## src/hw/rtl/bsm_pkg.sv

```systemverilog
package bsm_pkg;

   localparam int CW   = 32;          // coordinate width
   localparam int RW   = CW - 1;      // radius width
   localparam int MW   = CW + 1;      // magnitude of a center difference
   localparam int SQW  = 2 * MW;      // square and sum of squares
   localparam int RTW  = SQW / 2;     // square root (center distance)
   localparam int SRW  = RTW + 4;     // square root partial remainder
   localparam int NW   = RW + MW;     // offset numerator
   localparam int QW   = CW;          // offset quotient
   localparam int DRW  = RTW + 1;     // divider partial remainder
   localparam int SW   = CW + 3;      // center sum before halving
   localparam int TDIN = 256;         // request tdata width
   localparam int TDOUT = 128;        // response tdata width

   typedef enum logic [1:0] {
      CASE_FIRST  = 2'd0,
      CASE_SECOND = 2'd1,
      CASE_NEW    = 2'd2
   } merge_case_type;

   typedef struct packed {
      logic [2:0][CW-1:0] a;
      logic [2:0][CW-1:0] b;
      logic [RW-1:0]      ra;
      logic [RW-1:0]      rb;
      logic [2:0][MW-1:0] zmag;
      logic [2:0]         zneg;
   } pair_type;

   typedef struct packed {
      pair_type       p;
      logic [SQW-1:0] rad;
      logic [SRW-1:0] rem;
      logic [RTW-1:0] root;
   } sqrt_item_type;

   typedef struct packed {
      pair_type            p;
      logic [RTW-1:0]      cdist;
      merge_case_type      mcase;
      logic                dneg;
      logic [2:0][QW-1:0]  numlo;
      logic [2:0][DRW-1:0] rem;
      logic [2:0][QW-1:0]  quo;
   } div_item_type;

endpackage

```

## src/hw/rtl/bsm_div_cell.sv

```systemverilog
module bsm_div_cell import bsm_pkg::*; (
   input  logic         clock,
   input  logic         reset,
   input  logic         advance,
   input  logic         in_valid,
   input  div_item_type in_item,
   output logic         out_valid,
   output div_item_type out_item
);

   logic         valid_ff;
   div_item_type item_ff;
   div_item_type item_in;
   logic [2:0][DRW-1:0] shifted;
   logic [DRW-1:0]      divisor;

   // One quotient bit per cell for each of the three axes; the divisor is shared.
   always_comb begin
      item_in = in_item;
      divisor = {1'b0, in_item.cdist};
      for (int k = 0; k < 3; k++) begin
         shifted[k] = {in_item.rem[k][DRW-2:0], in_item.numlo[k][QW-1]};
         item_in.numlo[k] = {in_item.numlo[k][QW-2:0], 1'b0};
         if (shifted[k] >= divisor) begin
            item_in.rem[k] = shifted[k] - divisor;
            item_in.quo[k] = {in_item.quo[k][QW-2:0], 1'b1};
         end else begin
            item_in.rem[k] = shifted[k];
            item_in.quo[k] = {in_item.quo[k][QW-2:0], 1'b0};
         end
      end
   end

   always_ff @(posedge clock) begin
      if (reset) begin
         valid_ff <= 1'b0;
      end else if (advance) begin
         valid_ff <= in_valid;
      end
      if (advance) begin
         item_ff <= item_in;
      end
   end

   assign out_valid = valid_ff;
   assign out_item  = item_ff;

endmodule

```

## config.mk

```make
export PLATFORM = sky130hd
export DESIGN_NAME = bsm_div_cell
export DESIGN_NICKNAME = d
export VERILOG_FILES = /design/src/hw/rtl/bsm_pkg.sv /design/src/hw/rtl/bsm_div_cell.sv
export SDC_FILE = /design/constraint.sdc
export NUM_CORES = 1
export LEC_CHECK = 0
export ABC_AREA = 1
export BUFFER_PORTS_ARGS = -buffer_cell sky130_fd_sc_hd__buf_4
export CORE_AREA = 5 5 536 538
export CTS_BUF_LIST = sky130_fd_sc_hd__clkbuf_16
export DETAILED_ROUTE_END_ITERATION = 10
export DIE_AREA = 0 0 541 543
export GPL_ROUTABILITY_DRIVEN = 1
export MAX_ROUTING_LAYER = met4
export SYNTH_ARGS = -nofsm -noshare
export SYNTH_HDL_FRONTEND = slang
export SYNTH_SLANG_ARGS = --single-unit
```

## constraint.sdc

```tcl
create_clock -name clock -period 3.7 [get_ports clock]
set_input_delay 0.74 -clock clock [delete_from_list [all_inputs] [get_ports clock]]
set_output_delay 0.74 -clock clock [all_outputs]
set_load 0.02 [all_outputs]
```

==> results_dict.tcl <==
set metrics [dict create \
    rrSetupSlack_ns 3.13 \
    yosysWarnings 0 \
    die_area_um2 294000 \
    viasPerCell 3.27 \
    worstSetupEndpointType "flop" \
    hp-class "primary input to flop" \
    utilization_pct 17.9 \
    p_per_area_nw_per_um2 491 \
    skew_ns 0 \
    layout-drive-gt1-share_pct 37.5 \
    synth.cell_area_um2 30100 \
    core_um2 282000 \
    met1_length_um 91700 \
    cts_tree "done" \
    antenna_left 0 \
    power.leakage_nw 22.2 \
    yosys.area.top_type_share_pct 68.1 \
    setup-tns-final_ns 0 \
    die_w_um 541 \
    dr.pass1.iters 7 \
    period_share_pct 70.3 \
    areaGrowthSynthToFinish_pct 66.9 \
    place_hpwl_um 223000 \
    die_h_um 543 \
    slowest_stage "ha_1" \
    maxSlewHeadroom_pct 50.2 \
    critical_path_class "primary input to flop" \
    crit_top_cell "nand2_1" \
    final_common_cell "buf_4" \
    wl_um 256000 \
    regArea_um2 20500 \
    cts_buffers 97 \
    critPathArrivalTime_ns 3.22 \
    port_buffers 1367 \
    cts.clk_slew.worst_paths_ns 0.07 \
    antenna_found_initial 176 \
    cts-root-buf "clkbuf_16" \
    ys_seq_elements 684 \
    overflow 0 \
    drc 0 \
    fmax_mhz 385 \
    num_io_pins 1377 \
    cap_violations 0 \
    netlist-cell-type-count 38 \
    multi_input_area_um2 7940 \
    gp_congestion 0.940 \
    track_usage_pct 17.0 \
    path_delay_family "simple AND/OR/NAND/NOR gates" \
    row_count 195 \
    slowest_delay_ns 0.38 \
    layout.nets 5147 \
    cts.path.max_buffers 4 \
    synth.avg_cell_area_um2 11.1 \
    drtIter0Drc 2094 \
    synth_top_area_cell "edfxtp_1" \
    nFillCells 31392 \
    vdd_drop_max_mv 0.353 \
    hold_violations 0 \
    grt_max_degree 109 \
    yosysSeqAreaShare_pct 68.2 \
    setup_viol 0 \
    wire_per_inst_um 31.0 \
    outcome "complete, no violations" \
    cts_num_sinks 684 \
    grt_pass1_vias 25802 \
    syn_inst 2702 \
    dr_wl_met2_um 123000 \
    worst_pin_slew_ns 0.747 \
    layout_common_cells "buf_4 (1413), nand2_1 (978), edfxtp_1 (683)" \
    path_buf_inv 3 \
    start_util_pct 10.7 \
    route.met3.wl_um 32500 \
    vias 26979 \
    rsz0062_at_grt "false" \
    post-route-min-period_ns 2.60 \
    highest_layer "met4" \
    grt_pass1_wl_um 307000 \
    cts_max_level 3 \
    synth_area_leaders "edfxtp_1 (68%), nand2_1 (12%), inv_1 (4.7%)" \
    worstPathCellList "buf_4 > inv_1 > buf_4 > ha_1 > a21oi_1 > o21ai_0 > a21oi_1 > nand2_1 > or2_4 > nand2_4 > nand2_1 > nand2_1" \
    path_max_fanout 34 \
    final_max_slew_viol_count 0 \
    required_ns 4.32 \
    clk_latency_ns 0.73 \
    startpoint_type "primary input" \
]
[metrics by stage]
step / cell area, µm² / setup slack, ns / hold slack, ns / total power [mW] / std cells
CTS: 50100 / 1.23 / 0.000000167 / 25.2 / 8174
global route: 50300 / 1.03 / 0.0316 / 25.8 / 8234
finish: 50300 / 1.10 / 0.0900 / 24.7 / 8241
detailed placement: 45600 / 0.349 / 0.490 / 15.4 / 7858
global placement: 45600 / 0.365 / 0.493 / 15.4 / 7858
floorplan: 30100 / 1.23 / 0.579 / 11.9 / 2704
[timing repair]
action                    4_1_cts  5_1_grt
hold buffers                  141        0
hold endpoints to repair      141        0
gates resized for setup         0        0
setup buffers                   0        0
[cells by family after synthesis]
kind of cell	Yosys count	share of synthesized area (%)
simple gates	1358	18.6
flops	684	68.2
buf+inv	401	5.47
compound gates	107	1.98
fa+ha+maj	102	4.31
xor+xnor	48	1.40
other cells	1	0.0125
mux	1	0.0332
[sequential cells by signal, indices dropped and copies added (netlist names)]
name,cells
out_item,683
out_valid,1
[layer usage]
metal	up-vias	global-route usage (%)
met2	1387	28.3
met5	-	-
met1	12882	17.3
met3	386	9.51
met4	0	4.80
li1	12324	-
[worst paths after layout]
| kind | cells past startpoint | to | startpoint |
|---|---|---|---|
| min | 1 | out_item[416]$_DFFE_PP_ | in_item[416] |
| max | 12 | out_item[138]$_DFFE_PP_ | in_item[324] |
| max reg2reg | 2 | out_valid$_SDFFE_PP0P_ | out_valid$_SDFFE_PP0P_ |
| min reg2reg | 2 | out_valid$_SDFFE_PP0P_ | out_valid$_SDFFE_PP0P_ |
[cell usage after synthesis]
library cell and number:
a21o_1 6, a21oi_1 69, a21oi_2 3, and2_1 3, buf_4 4, buf_6 17, conb_1 1, dfxtp_1 1
edfxtp_1 683, fa_1 3, ha_1 99, inv_1 377, inv_2 3, mux2i_1 1, nand2_1 978, nand2_2 37
nand2_4 6, nand3_1 93, nand3_2 5, nand3b_1 5, nand4_1 18, nor2_1 162, nor2_2 18, nor2_4 3
nor3_1 15, nor3_2 1, nor3_4 1, nor4_1 6, nor4_2 1, o21a_1 3, o21ai_0 13, o21ai_1 3
o21ai_2 1, o21bai_1 9, or2_2 3, or2_4 3, xnor2_1 5, xor2_1 43
[power by group]
group / switching [mW] / total, mW / internal [mW]
logic: 3.65 / 5.64 / 1.98
registers: 0.270 / 9.63 / 9.36
clock network: 4.06 / 9.44 / 5.37
[final cells by class]
class	count	area share, %
flip-flops and latches	684	40.8
multi-input cells	1619	15.8
inverters	380	2.84
repair buffers	1573	24.7
clock buffers	97	4.83
clock inverters	78	1.39
diodes	67	0.334
well taps	3743	9.32
(Power assumes the default switching activity.)
