## src/hw/rtl/bsm_pkg.sv

```systemverilog
package bsm_pkg;

   localparam int CW   = 32;          // coordinate width
   localparam int RW   = CW - 1;      // radius width
   localparam int MW   = CW + 1;      // magnitude of a center difference
   localparam int SQW  = 2 * MW;      // square and sum of squares
   localparam int RTW  = SQW / 2;     // square root (center distance)
   localparam int SRW  = RTW + 4;     // square root partial remainder
   localparam int NW   = RW + MW;     // offset numerator
   localparam int QW   = CW;          // offset quotient
   localparam int DRW  = RTW + 1;     // divider partial remainder
   localparam int SW   = CW + 3;      // center sum before halving
   localparam int TDIN = 256;         // request tdata width
   localparam int TDOUT = 128;        // response tdata width

   typedef enum logic [1:0] {
      CASE_FIRST  = 2'd0,
      CASE_SECOND = 2'd1,
      CASE_NEW    = 2'd2
   } merge_case_type;

   typedef struct packed {
      logic [2:0][CW-1:0] a;
      logic [2:0][CW-1:0] b;
      logic [RW-1:0]      ra;
      logic [RW-1:0]      rb;
      logic [2:0][MW-1:0] zmag;
      logic [2:0]         zneg;
   } pair_type;

   typedef struct packed {
      pair_type       p;
      logic [SQW-1:0] rad;
      logic [SRW-1:0] rem;
      logic [RTW-1:0] root;
   } sqrt_item_type;

   typedef struct packed {
      pair_type            p;
      logic [RTW-1:0]      cdist;
      merge_case_type      mcase;
      logic                dneg;
      logic [2:0][QW-1:0]  numlo;
      logic [2:0][DRW-1:0] rem;
      logic [2:0][QW-1:0]  quo;
   } div_item_type;

endpackage

```

## src/hw/rtl/bsm_sqrt_cell.sv

```systemverilog
module bsm_sqrt_cell import bsm_pkg::*; (
   input  logic          clock,
   input  logic          reset,
   input  logic          advance,
   input  logic          in_valid,
   input  sqrt_item_type in_item,
   output logic          out_valid,
   output sqrt_item_type out_item
);

   logic          valid_ff;
   sqrt_item_type item_ff;
   sqrt_item_type item_in;
   logic [SRW-1:0] shifted;
   logic [SRW-1:0] trial;

   // One root bit per cell: bring down two radicand bits, try root*4+1.
   always_comb begin
      item_in = in_item;
      shifted = {in_item.rem[SRW-3:0], in_item.rad[SQW-1 -: 2]};
      trial   = {{(SRW-RTW-2){1'b0}}, in_item.root, 2'b01};
      item_in.rad = {in_item.rad[SQW-3:0], 2'b00};
      if (shifted >= trial) begin
         item_in.rem  = shifted - trial;
         item_in.root = {in_item.root[RTW-2:0], 1'b1};
      end else begin
         item_in.rem  = shifted;
         item_in.root = {in_item.root[RTW-2:0], 1'b0};
      end
   end

   always_ff @(posedge clock) begin
      if (reset) begin
         valid_ff <= 1'b0;
      end else if (advance) begin
         valid_ff <= in_valid;
      end
      if (advance) begin
         item_ff <= item_in;
      end
   end

   assign out_valid = valid_ff;
   assign out_item  = item_ff;

endmodule

```

## config.mk

```make
export PLATFORM = sky130hd
export DESIGN_NAME = bsm_sqrt_cell
export DESIGN_NICKNAME = d
export VERILOG_FILES = /design/src/hw/rtl/bsm_pkg.sv /design/src/hw/rtl/bsm_sqrt_cell.sv
export SDC_FILE = /design/constraint.sdc
export NUM_CORES = 1
export LEC_CHECK = 0
export BUFFER_PORTS_ARGS = -buffer_cell sky130_fd_sc_hd__buf_2
export CAP_MARGIN = 15
export CORE_AREA = 2 2 386 388
export CTS_BUF_LIST = sky130_fd_sc_hd__clkbuf_4 sky130_fd_sc_hd__clkbuf_8
export DETAILED_ROUTE_END_ITERATION = 10
export DIE_AREA = 0 0 388 390
export MAX_ROUTING_LAYER = met4
export PLACE_DENSITY = 0.37
export RECOVER_POWER = 50
export SLEW_MARGIN = 5
export SYNTH_ARGS = -nofsm -noshare
export SYNTH_HDL_FRONTEND = slang
export SYNTH_SLANG_ARGS = --single-unit
```

## constraint.sdc

```tcl
create_clock -name clock -period 5.7 [get_ports clock]
set_input_delay 0.57 -clock clock [delete_from_list [all_inputs] [get_ports clock]]
set_output_delay 0.57 -clock clock [all_outputs]
set_load 0.01 [all_outputs]
```

==> qor.yml, run 1 <==
layout:
  fin_nets: 2964
  multi_input_area_um2: 2330
  fin_area_um2: 31120
  regArea_um2: 14730
  area_growth_pct: 79.40
  instances_no_fill: 4456
  post_route_cells_drive_above_1_share: 0.4344
  nFillCells: 15990
  final_common_cell: "buf_2"
  layout_common_cells: "922 x buf_2, 490 x edfxtp_1, 461 x dlygate4sd3_1"
worst_setup_path:
  crit_required_ps: 6200
  path_class: "in -> reg"
  worstPathArrival_ps: 4330
  crit_fanout: 63
  end_kind: "flop"
  cp-startpoint: "in_item[2]"
  r2r_start: "out_valid"
  critical_path.startpoint_type: "input port"
timing:
  finalCritPeriodShare: 0.6721
  finalMaxSlewViolations: 308
  fmax_mhz: 261.0
  hold_violations: 0
  tightest_slew_ps: 3484
  rsz0062_at_grt: "false"
  relSlewSlack: -1.322
  setup_viol: 0
  finClkSkew_ps: 0
  layout_min_cycle_time_ps: 3831
  fin_setup_tns_ps: 0
die:
  io_pins: 989
  die_w_um: 388
  die_h_um: 390
  coreArea_um2: 147100
  start_util: 0.1179
  die_area_um2: 151300
  rows: 141
placed_design:
  hpwl_mm: 73.84
  place_inst: 3804
  portBuffers: 984
  gp_congestion: 0.7862
  post_dp_cell_area_um2: 24680
routing:
  vias: 14140
  drtIter0Drc: 615
  met3_length_mm: 7.265
  wl_met2_mm: 45.97
  drtAntennaViolNets: 0
  drt-total-wl_mm: 93.10
  first_pass_iters: 4
  top_layer: "met4"
  drc: 0
  wl_met1_mm: 37.66
  wire_per_inst_um: 20.89
  vias_per_cell: 3.173
yosys:
  yosys_register_bits: 491
  synth_edf_count: 490
  synth_area_per_cell_um2: 19.25
  synth_area_leaders: "edfxtp_1 85%, ha_1 2.5%, a21oi_1 1.8%"
  synth_cells: 901
  ys_seq_area_frac: 0.8494
  synth.top_cell.area_share: 0.8482
  yosysWarnings: 0
  synth_area_leader_cell: "edfxtp_1"
  synthArstFlopShare: 0
  ys_types: 53
  ys.flop_type: "edfxtp_1"
  netlist_area_um2: 17350
run_status:
  status: "finished with violations"
  failed_checks: "capacitance limit, slew limit"
clock_network:
  numCtsBuffers: 96
  clk_latency_ps: 770
  cts-resized-gates: 0
  cts_tree: "built"
  clock-sinks: 491
  htreeDepth: 3
  clock_path_buffers: 3
  clk_pin_slew_ps: 60
  root_buffer: "clkbuf_8"
power:
  p_leak_nw: 12.68
  max-vdd-ir-drop_v: 0.0001577
  powerDensity_nw_per_um2: 307.0
min_path:
  min_from: "in_item[45]"
  min_path_type: "in -> reg"
global_routing:
  grt_overflow: 0
  grt_max_degree: 125
  grt_pass1_wl_mm: 122.7
  gr-usage-all-layers: 0.1217
  grt_pass1_vias: 15050
  antenna_found_initial: 31
run:
  drv_cap: 4
-- repair_timing --
item,CTS,global route
hold buffers,461,0
setup buffers,0,0
hold endpoints to repair,460,0
-- final timing paths --
kind,cells past startpoint,endpoint,slack (ps)
setup reg to reg,3,out_valid,4530
setup / recovery,12,out_item[42],1870
hold reg to reg,3,out_valid,1050
hold / removal,2,out_item[47],140
-- flip-flops by register name, summed over array words and instances (netlist names) --
register   count
out_item     490
out_valid      1
-- critical path, stage by stage --
cell and delay (ps):
dlygate4sd3_1 520, clkbuf_1 320, inv_1 90, ha_1 380, a21oi_1 110, o21ai_1 430
o21ai_1 210, a21oi_2 390, o21ai_2 190, o311ai_4 340, buf_12 330, mux2_2 370
-- stage by stage --
stage | power (mW) | utilization | hold WS [ps] | worst slack, ps
5_1_grt | 10.06 | 0.2114 | 40.05 | 1572
6_report | 9.554 | 0.2115 | 141.8 | 1869
3_3_place_gp | 5.742 | 0.1677 | 484.6 | 1607
2_1_floorplan | 4.908 | - | 527.9 | 2823
3_5_place_dp | 5.738 | 0.1677 | 489.5 | 1588
4_1_cts | 9.854 | 0.2118 | 2.037 | 1927
-- area by class of cell --
| cell class | instances | area share |
|---|---|---|
| repair buffers | 1453 | 0.3063 |
| well taps | 1930 | 0.07760 |
| flip-flops and latches | 491 | 0.4735 |
| inverters | 44 | 0.005307 |
| diodes | 26 | 0.002091 |
| clock inverters | 45 | 0.01210 |
| multi-input cells | 347 | 0.07486 |
| clock buffers | 120 | 0.04825 |
-- per-layer routing --
| metal | global-route usage | vias to the layer above |
|---|---|---|
| met3 | 0.04600 | 111 |
| li1 | - | 6604 |
| met2 | 0.1998 | 590 |
| met5 | - | - |
| met4 | 0.03898 | 0 |
| met1 | 0.1363 | 6833 |
-- cells by family (layout without fill, tap and decap cells) --
kind of cell	count (synthesis)	count (layout)	share of synthesized area
xor+xnor	31	31	0.01565
buf+inv	64	1662	0.01652
fa+ha+maj	35	35	0.02525
simple gates	126	126	0.03311
other cells	1	28	0.0002162
compound gates	144	144	0.05395
mux	9	9	0.005914
flops	491	491	0.8494
-- synth_stat cells, types with 4 or more instances --
cell type / count
nand3_1: 10
a21o_1: 16
nand2_1: 32
clkbuf_1: 7
mux2_2: 5
ha_1: 35
o211ai_1: 4
buf_4: 7
xor2_1: 14
and3_1: 4
nor2_1: 47
o21ai_0: 19
a21oi_1: 64
o21ai_1: 4
xnor2_1: 17
edfxtp_1: 490
buf_2: 4
nand4_1: 10
nor3_1: 11
inv_1: 44
a211oi_1: 5
-- power by group --
part | internal [mW] | total, mW | switching [mW]
registers | 4.34 | 4.44 | 0.0937
logic | 0.644 | 1.46 | 0.821
clock network | 1.96 | 3.65 | 1.69
total | 6.94 | 9.55 | 2.61
Power figures use the tool's default switching activity.
==> run 2, diff against run 1 <==
--- a/config.mk
+++ b/config.mk
@@ -5,14 +5,15 @@
 export SDC_FILE = /design/constraint.sdc
 export NUM_CORES = 1
 export LEC_CHECK = 0
+export ABC_AREA = 1
 export BUFFER_PORTS_ARGS = -buffer_cell sky130_fd_sc_hd__buf_2
 export CAP_MARGIN = 15
-export CORE_AREA = 2 2 386 388
+export CORE_AREA = 2 2 390 392
 export CTS_BUF_LIST = sky130_fd_sc_hd__clkbuf_4 sky130_fd_sc_hd__clkbuf_8
 export DETAILED_ROUTE_END_ITERATION = 10
-export DIE_AREA = 0 0 388 390
+export DIE_AREA = 0 0 392 394
 export MAX_ROUTING_LAYER = met4
-export PLACE_DENSITY = 0.37
+export PLACE_DENSITY = 0.38
 export RECOVER_POWER = 50
 export SLEW_MARGIN = 5
 export SYNTH_ARGS = -nofsm -noshare
==> constraint.sdc (replaced) <==
create_clock -name clock -period 3.1 [get_ports clock]
set_input_delay 0.31 -clock clock [delete_from_list [all_inputs] [get_ports clock]]
set_output_delay 0.31 -clock clock [all_outputs]
set_load 0.01 [all_outputs]
==> qor.yml, run 2 <==
placed_design:
  hpwl_mm: 85.60  # +16%
  place_inst: 4233  # +11%
  pre_cts_slack_ps: 365.0  # -1223 ps
  portBuffers: 984  # unchanged
  gp_congestion: 0.8550  # +8.8%
  post_dp_cell_area_um2: 25820  # +4.6%
worst_setup_path:
  rr_worst_depth: 3  # unchanged
  r2r-end: "out_valid"
  crit_required_ps: 3480  # -2720 ps
  path_class: "in -> reg"
  worstPathArrival_ps: 3090  # -1240 ps
  reg2reg_slack_ps: 1960  # -2570 ps
  r2r_start: "out_valid"
  critical_path.startpoint_type: "input port"
  end_kind: "flop"
  crit_fanout: 42  # -33%
yosys:
  synthArstFlopShare: 0  # unchanged
  yosys_register_bits: 491  # unchanged
  ys.flop_type: "edfxtp_1"
  netlist_area_um2: 18140  # +4.6%
  synth_area_leader_cell: "edfxtp_1"
  synth.top_cell.area_share: 0.8110  # -0.03726
  synth.top_cells.by_count: "490 x edfxtp_1, 323 x nand2_1, 141 x inv_1"
  synth_area_leaders: "edfxtp_1 81%, nand2_1 6.7%, inv_1 2.9%"
  synth_area_per_cell_um2: 15.07  # -22%
  ys_seq_area_frac: 0.8121  # -0.03731
  synth_most_common_cell: "edfxtp_1"
  yosysWarnings: 0  # unchanged
  synth_edf_count: 490  # unchanged
  synth_cells: 1204  # +34%
  ys_types: 29  # -45%
clock_network:
  clk_pin_slew_ps: 60  # about the same
  clock-sinks: 491  # unchanged
  numCtsBuffers: 96  # unchanged
  cts-resized-gates: 0  # unchanged
  clock_path_buffers: 3  # unchanged
  htreeDepth: 3  # unchanged
  root_buffer: "clkbuf_8"
  cts_tree: "built"
  clk_latency_ps: 780  # about the same
timing:
  worst_slack_ps: 387.6  # -1482 ps
  setup_viol: 0  # unchanged
  layout_min_cycle_time_ps: 2712
  fin_setup_tns_ps: 0  # unchanged
  rsz0062_at_grt: "false"
  relSlewSlack: -0.1609  # +1.162
  tightest_slew_ps: 1741  # -1742 ps
  finalCritPeriodShare: 0.8750
  finalMaxSlewViolations: 37  # -88%
  finClkSkew_ps: 0  # unchanged
  fmax_mhz: 368.7
  hold_violations: 0  # unchanged
power:
  clkPwrFrac: 0.394  # +0.012
  switchingPower_mw: 5.061  # +94%
  p_leak_nw: 13.94  # +9.9%
  powerDensity_nw_per_um2: 557.0  # +81%
  internal-power_mw: 13.16  # +90%
  p_comb_frac: 0.160  # +0.007
  report.power.total_mw: 18.22  # +91%
  max-vdd-ir-drop_v: 0.0003242  # +110%
  p_seq_frac: 0.446  # -0.018
  p_sw_frac: 0.2777  # +0.004638
routing:
  vias: 15910  # +13%
  drtIter0Drc: 690  # +12%
  wire_per_inst_um: 21.29  # +1.9%
  drt-total-wl_mm: 105.1  # +13%
  first_pass_iters: 5  # +1
  drtAntennaViolNets: 0  # unchanged
  vias_per_cell: 3.221  # +1.5%
  drc: 0  # unchanged
global_routing:
  gr-usage-all-layers: 0.1347  # +0.01301
  grt_overflow: 0  # unchanged
  grt_pass1_wl_mm: 137.6  # +12%
  antenna_found_initial: 55  # +77%
  grt_pass1_vias: 16740  # +11%
  grt_max_degree: 69  # -45%
layout:
  regArea_um2: 14730  # unchanged
  post_route_cells_drive_above_1_share: 0.3856  # -0.04885
  largest_reg_flops: 490  # unchanged
  nFillCells: 16520  # +3.3%
  instances_no_fill: 4938  # +11%
  layout_common_cells: "901 x buf_2, 492 x dlygate4sd3_1, 490 x edfxtp_1"
  fin_nets: 3324  # +12%
  area_growth_pct: 80.33
  multi_input_area_um2: 2789  # +20%
  fin_area_um2: 32720  # +5.1%
  final_common_cell: "buf_2"
die:
  io_pins: 989  # unchanged
  coreArea_um2: 150700  # +2.4%
  die_h_um: 394  # +1.0%
  rows: 143  # +1.4%
  die_area_um2: 154400  # +2.1%
  start_util: 0.1204  # +0.002537
  die_w_um: 392  # +1.0%
run:
  drv_cap: 1  # -3
min_path:
  min_from: "in_item[161]"
  whs_path_depth: 2  # unchanged
  min_to: "out_item[161]"
  min_path_type: "in -> reg"
run_status:
  status: "finished with violations"
  failed_checks: "capacitance limit, slew limit"
## run 2: cell types whose count changed in the layout (fill, tap and decap cells not counted), moves of 16 or more
cell / previous run / this run
nand2_1: 32 / 323
clkbuf_1: 62 / 82
buf_2: 922 / 901
inv_1: 44 / 141
a21oi_1: 64 / 26
diode_2: 26 / 42
nor2_1: 47 / 68
nand3_1: 10 / 29
xnor2_1: 17 / 1
dlygate4sd3_1: 461 / 492
## run 2: per-layer routing
layer  GRT usage  wire (um)
met3     0.04612       8852
met1      0.1485      41720
met2      0.2261      51410
met4     0.04423       3135
met5           -          0
## run 2: kinds of logic (layout without fill, tap and decap cells)
logic type,count (synthesis),after routing,share of synthesized area
multiplexers,1,1,0.0005517
other,1,44,0.0002067
AO/OA/AOI/OAI,38,38,0.01131
flip-flops,491,491,0.8121
XOR/XNOR,19,19,0.009172
AND/OR/NAND/NOR,468,468,0.1081
buffers and inverters,151,1812,0.03441
adder cells (fa/ha/maj),35,35,0.02414
## run 2: repair_timing
item,CTS,global route
endpoints found under the hold margin,520,0
buffers inserted,0,0
endpoints found under the setup margin,0,0
hold buffers,492,0
## run 2: stage by stage
step,util,hold WS (ps)
after floorplan,-,382.4
after global placement,0.1714,483.0
after detailed placement,0.1714,486.8
after CTS,0.2175,67.23
after global routing,0.2171,139.5
final,0.2172,225.7
## run 2: worst max-delay path, stage by stage
cell and delay, ps:
dlygate4sd3_1 550, clkbuf_2 1260, clkbuf_2 930
## run 2: final cells by class
class	instances	share of cell area
clock inverters	42	0.01392
flip-flops and latches	491	0.4503
repair buffers	1499	0.3054
multi-input cells	563	0.08524
diodes	42	0.003212
inverters	142	0.01629
well taps	2030	0.07763
clock buffers	129	0.04795
## run 2: power by group through the flow
stage                     clock, mW  combinational, mW  sequential (mW)
after floorplan                   0              0.510             8.55
after global placement            0               2.44             8.25
after detailed placement          0               2.44             8.25
after CTS                      7.55               3.03             8.13
after global routing           7.77               3.15             8.18
final                          7.18               2.92             8.13
## run 2: how the worst max path moves through the flow
stage	from	endpoint	slack (ps)	cells after the start
after detailed placement	in_item[12]	out_item[46]	370	13
after CTS	in_item[12]	out_item[46]	760	14
final	advance	out_item[438]	390	3
after global placement	in_item[12]	out_item[46]	440	13
after global routing	advance	out_item[278]	300	3
after floorplan	in_item[9]	out_item[50]	1120	14
